### src/rtl/core/ct_pkg.sv
// Shared types, constants and helpers of the sparse matrix transpose block.
package ct_pkg;

  localparam int MaxDim = 1024;
  localparam int MaxNnz = 4096;
  localparam int DimW   = $clog2(MaxDim);      // column/row index
  localparam int NnzW   = $clog2(MaxNnz);      // entry index
  localparam int CntW   = $clog2(MaxNnz) + 1;  // counts up to MaxNnz
  localparam int RegW   = 11;                  // configuration register width
  localparam int IdxW   = 1;                   // configuration register index

  localparam logic [IdxW-1:0] REG_ROW_COUNT = 1'b0;
  localparam logic [IdxW-1:0] REG_COL_COUNT = 1'b1;

  typedef enum logic [1:0] {
    OP_LOAD     = 2'd0,
    OP_FETCH    = 2'd1,
    OP_READ_PTR = 2'd2,
    OP_CLEAR    = 2'd3
  } op_t;

  typedef enum logic [1:0] {
    ST_OK       = 2'd0,
    ST_FULL     = 2'd1,
    ST_PAST_END = 2'd2,
    ST_RANGE    = 2'd3
  } status_t;

  typedef struct packed {
    op_t         op;
    logic [9:0]  row_index;
    logic [9:0]  col_index;
    logic [63:0] value_bits;
    logic [10:0] query_row;
  } in_t;

  typedef struct packed {
    logic [9:0]  out_row;
    logic [9:0]  out_col;
    logic [63:0] out_value;
    logic [12:0] row_pointer;
    logic        last_entry;
    status_t     status;
  } out_t;

  typedef enum logic [3:0] {
    S_CLR,
    S_IDLE,
    S_LD_WR,
    S_PFX_RD,
    S_PFX_WR,
    S_B0,
    S_B1,
    S_B2,
    S_EXEC,
    S_F_PL,
    S_F_EN,
    S_Q_RD
  } state_t;

  // Dimension register saturated to the largest supported size
  function automatic logic [RegW-1:0] sat_dim(input logic [RegW-1:0] v);
    logic [RegW-1:0] lim;
    lim = RegW'(MaxDim);
    return (v > lim) ? lim : v;
  endfunction

endpackage

### src/rtl/core/ct_front.sv
// Front end: accepts input beats and queues them for the execution back end.
module ct_front (
  input  logic        clk,
  input  logic        rst,
  input  logic        in_valid,
  output logic        in_ready,
  input  ct_pkg::in_t in_data,
  output logic        q_valid,
  input  logic        q_ready,
  output ct_pkg::in_t q_data
);

  ct_pkg::in_t slot [2];
  logic        wr_ptr;
  logic        rd_ptr;
  logic [1:0]  fill;
  logic        push;
  logic        pop;

  assign in_ready = (fill != 2'd2);
  assign q_valid  = (fill != 2'd0);
  assign q_data   = slot[rd_ptr];
  assign push     = in_valid && in_ready;
  assign pop      = q_valid && q_ready;

  // Two-slot queue, pointer control
  always_ff @(posedge clk) begin
    if (rst) begin
      wr_ptr <= 1'b0;
      rd_ptr <= 1'b0;
      fill   <= 2'd0;
    end else begin
      if (push) wr_ptr <= ~wr_ptr;
      if (pop)  rd_ptr <= ~rd_ptr;
      case ({push, pop})
        2'b10:   fill <= fill + 2'd1;
        2'b01:   fill <= fill - 2'd1;
        default: fill <= fill;
      endcase
    end
  end

  // Payload slots
  always_ff @(posedge clk) begin
    if (push) slot[wr_ptr] <= in_data;
  end

endmodule

### config.mk
export PLATFORM = sky130hd
export DESIGN_NAME = ct_front
export DESIGN_NICKNAME = d
export VERILOG_FILES = /design/src/rtl/core/ct_pkg.sv /design/src/rtl/core/ct_front.sv
export SDC_FILE = /design/constraint.sdc
export NUM_CORES = 1
export LEC_CHECK = 0
export ABC_AREA = 1
export BUFFER_PORTS_ARGS = -buffer_cell sky130_fd_sc_hd__buf_4
export CAP_MARGIN = 30
export CORE_UTILIZATION = 45
export CTS_BUF_LIST = sky130_fd_sc_hd__clkbuf_4
export CTS_CLUSTER_DIAMETER = 60
export CTS_CLUSTER_SIZE = 20
export DETAILED_ROUTE_END_ITERATION = 7
export PLACE_DENSITY = 0.72
export SLEW_MARGIN = 0
export SYNTH_ARGS = -nofsm -noshare
export SYNTH_HDL_FRONTEND = slang
export SYNTH_SLANG_ARGS = --single-unit
### constraint.sdc
create_clock -name clk -period 12.4 [get_ports clk]
set_input_delay 1.86 -clock clk [delete_from_list [all_inputs] [get_ports clk]]
set_output_delay 1.86 -clock clk [all_outputs]
set_load 0.005 [all_outputs]
# Yosys cells after proc, flatten, opt, wreduce, memory -nomap -nowiden
# Memories as Yosys holds them, arrays and structs flattened. A register that Yosys moved wholly into a read port is not among the register bits.
# Index checks and enable logic that the tools add are counted.
dict set report classes {
  muxes 5
  n_eq_ne 3
  addsub 2
  bitwise 2
  n_reduce_logical 4
}
# op count
set ops {}
lappend ops {{2-to-1 mux 1 bit} 4}
lappend ops {{one-hot mux 2 bit (2 select lines)} 1}
lappend ops {{nonzero test 2 bit} 2}
lappend ops {{adder 2 x 1 -> 2 bit (second input constant)} 1}
lappend ops {{equality test 2 x 1 -> 1 bit (second input constant)} 1}
lappend ops {{equality test 2 bit (second input constant)} 1}
lappend ops {{logical AND 1 bit} 2}
lappend ops {{!= test 2 bit (second input constant)} 1}
lappend ops {{inverter 1 bit} 2}
lappend ops {{subtractor 2 x 1 -> 2 bit (second input constant)} 1}
dict set report totals {
  register_bits 4
  word_cells 20
  inputBits 101
  mem_bits_rw 194
  n_memories 1
  out_inout_bits 99
}
# name words word_bits read_ports rd_clocked_by_memory_dff wr line
set memory_table {}
lappend memory_table {slot 2 97 1 1 1 ct_front.sv:13} ;# ct_pkg::in_t slot [2];

# Logic depth before layout (Yosys ltp)
dict set report logic_depth {
  ltp_word 4
  depth_mapped 10
  mapped_depth_nobuf 10
}

# Worst setup path before layout
# OpenSTA, ideal clock, no wires.
dict set report synth_path {
  path_type {input -> register}
  from {input port in_valid}
  to {memory slot[0][0] (netlist bit) (enable)}
  n_path_buf 0
  required_time_ps 11847
  arrival_ps 5994
  setup_ps 553
  cell_stages 2
  setup_slack_ps 5852
  cell_sequence {nand2_1 -> nor2_1}
}
dict set report synth_via {
  elab_chain_len 3
}
# item line
set synth_lines {}
lappend synth_lines {{start, declared} ct_front.sv:5} ;# input logic in_valid,
lappend synth_lines {{logical AND 1 bit} ct_front.sv:23} ;# assign push = in_valid && in_ready;
lappend synth_lines {{2-to-1 mux 1 bit} ct_front.sv:45} ;# if (push) slot[wr_ptr] <= in_data;
lappend synth_lines {{2-to-1 mux 1 bit (not written as such)} ct_front.sv:45}
lappend synth_lines {{end, declared} ct_front.sv:13}
# Every way passes these cells.

==> impl_metrics.tcl <==
set metrics [dict create \
    die_x_um 130 \
    relSlewSlack_pct 44.6 \
    initial_core_util_pct 46.2 \
    setup_tns_ns 0 \
    leakagePower_nw 3.55 \
    path_cells "buf_4 -> buf_16 -> mux2_2 -> buf_4" \
    hpwlAfterDp_um 8940 \
    cts_sinks 199 \
    tightestPinTransition_ns 0.832 \
    nFillCells 1217 \
    gr-total-overflow 0 \
    cts.repair.resized 0 \
    wirelength_um 13300 \
    finalPower_mw 1.54 \
    met3_usage_pct 5.99 \
    antenna_left 0 \
    vias_per_cell 4.81 \
    drtIter0Drc 160 \
    rsz0062_at_grt "false" \
    rows 46 \
    htree_levels 4 \
    critPathMaxFanout 44 \
    hp-class "flop to flop" \
    crit_slowest_cell "dfxtp_4" \
    antenna-diode-count 0 \
    synth_seq_cells 199 \
    ys_warn_count 0 \
    gp_congestion 0.720 \
    die_h_um 130 \
    setup_viol 0 \
    fin_crit_sh_pct 35.2 \
    coreArea_um2 15900 \
    clock.fmax_ghz 0.229 \
    cp-end-kind "output pin" \
    crit_type "flop to output pin" \
    met2_usage_pct 26.0 \
    post_cts_buffers 0 \
    postCtsHoldBufs 0 \
    synth_cell_types 13 \
    syn_to_final_growth_pct 28.4 \
    dr.pass1.iters 4 \
    slew_violations 0 \
    path_common_cell "buf_4" \
    synth.net_count 442 \
    num_vias 3759 \
    pin_count 200 \
    cts_tree "yes" \
    min_period_ns 4.36 \
    drive_gt1_share_pct 59.5 \
    wire_per_inst_um 17.0 \
    use_met1_pct 19.6 \
    grt_use_total_pct 15.9 \
    synth-seq-area-share_pct 80.5 \
    nets 655 \
    hold_viol 0 \
    portBuffers 199 \
    holdWs_ns 0.532 \
    grt_pass1_vias 3853 \
    antenna_found_initial 0 \
    worst_ep_arrival_time_ns 2.50 \
    fin_worst_skew_ns 0.0186 \
    grt_max_degree 66 \
    outcome "finished clean" \
    cts_root_buf "clkbuf_4" \
    clock_path_buffers 2 \
    syn_area_um2 7360 \
    ir_drop_mv 0.0791 \
    powerDensity_nw_per_um2 163 \
    slowest_delay_ns 0.68 \
    clkLatencyLatePin_ns 0.54 \
    critPathRequiredTime_ns 10.54 \
    syn-instance-count 340 \
    die_area_um2 16900 \
    cap_violations 0 \
    cp-start-kind "flop" \
    clkSlewWorstSetupHoldPaths_ns 0.13 \
    grt.busiest_layer "met2" \
    cts_buffers 17 \
    drc 0 \
    syn_area_per_cell_um2 21.6 \
    grt_pass1_wl_um 19500 \
]
[power by group]
group          switching (mW)  total [mW]  leakage [nW]  internal [mW]
logic                   0.143       0.344          1.55          0.200
registers              0.0269       0.849          1.86          0.822
clock network           0.202       0.348         0.144          0.146
total                   0.373        1.54          3.55           1.17
[final cells by class]
type | instances | area (um^2) | area share [%]
timing repair buffer | 205 | 1580 | 16.8
multi-input combinational | 122 | 1330 | 14.1
sequential | 199 | 5930 | 62.8
inverter | 8 | 30.0 | 0.318
clock buffer | 20 | 150 | 1.59
clock inverter | 11 | 153 | 1.62
tap | 216 | 270 | 2.86
[sequential cells by signal, summed over array words and instances, names as in the netlist, named ones only]
name    cells
wr_ptr      1
rd_ptr      1
fill        2
slot      194
[critical path: cells and delay by family (launching register included)]
family   cells  cell delay [ns]
flops        1             0.68
mux          1             0.39
buf+inv      3             0.86
[path summary, 6_finish.rpt]
path                 from    endpoint  slack (ns)  cells past startpoint
setup / recovery     flop  q_data[96]        8.04                      4
hold / removal     rd_ptr      rd_ptr        0.53                      2
setup reg to reg  fill[0]  slot[0][9]        9.97                      6
hold reg to reg    rd_ptr      rd_ptr        0.53                      2
[synthesized netlist by cell type, drive strengths merged]
master | instances | area share (%)
edfxtp | 194 | 79
mux2 | 97 | 16
buf | 11 | 1.2
nor2 | 10 | 0.51
inv | 8 | 0.41
nand2 | 8 | 0.41
dfxtp | 5 | 1.4
o21ai | 3 | 0.20
a21oi | 2 | 0.14
ha | 1 | 0.17
nand4 | 1 | 0.085
[routing by layer]
layer,vias up,part of all wire (%)
li1,1748,-
met1,1860,43
met2,137,49
met3,14,7.0
met4,0,1.1
met5,-,0
[stage by stage]
| stage | instances | cell area (um^2) | setup slack, ns | utilization (%) |
|---|---|---|---|---|
| floorplan | 340 | 7360 | 5.85 | - |
| global placement | 747 | 9080 | 8.21 | 56.9 |
| detailed placement | 749 | 9120 | 8.39 | 57.2 |
| CTS | 780 | 9420 | 7.73 | 59.1 |
| global route | 781 | 9450 | 7.82 | 59.3 |
| finish | 781 | 9450 | 8.04 | 59.3 |
[cells by family (layout without fill, tap and decap cells)]
family                   after synthesis  after routing  synth area share, %
buffers and inverters                 19            244                 1.58
AND/OR/NAND/NOR                       19             19                 1.00
multiplexers                          97             97                 16.4
flip-flops                           199            199                 80.5
AO/OA/AOI/OAI                          5              5                0.340
adder cells (fa/ha/maj)                1              1                0.170
[placed cells by master, fill, tap and decap left out, types with 3 or more instances in the layout]
cell / netlist / routed
inv_1: 8 / 8
edfxtp_1: 194 / 194
bufinv_16: 0 / 3
mux2_4: 30 / 30
o21ai_0: 3 / 3
mux2_2: 67 / 67
nand2_1: 8 / 8
buf_4: 0 / 202
nor2_1: 10 / 8
clkinvlp_4: 0 / 6
dfxtp_1: 5 / 4
clkbuf_4: 0 / 20
Power figures use the tool's default switching activity.
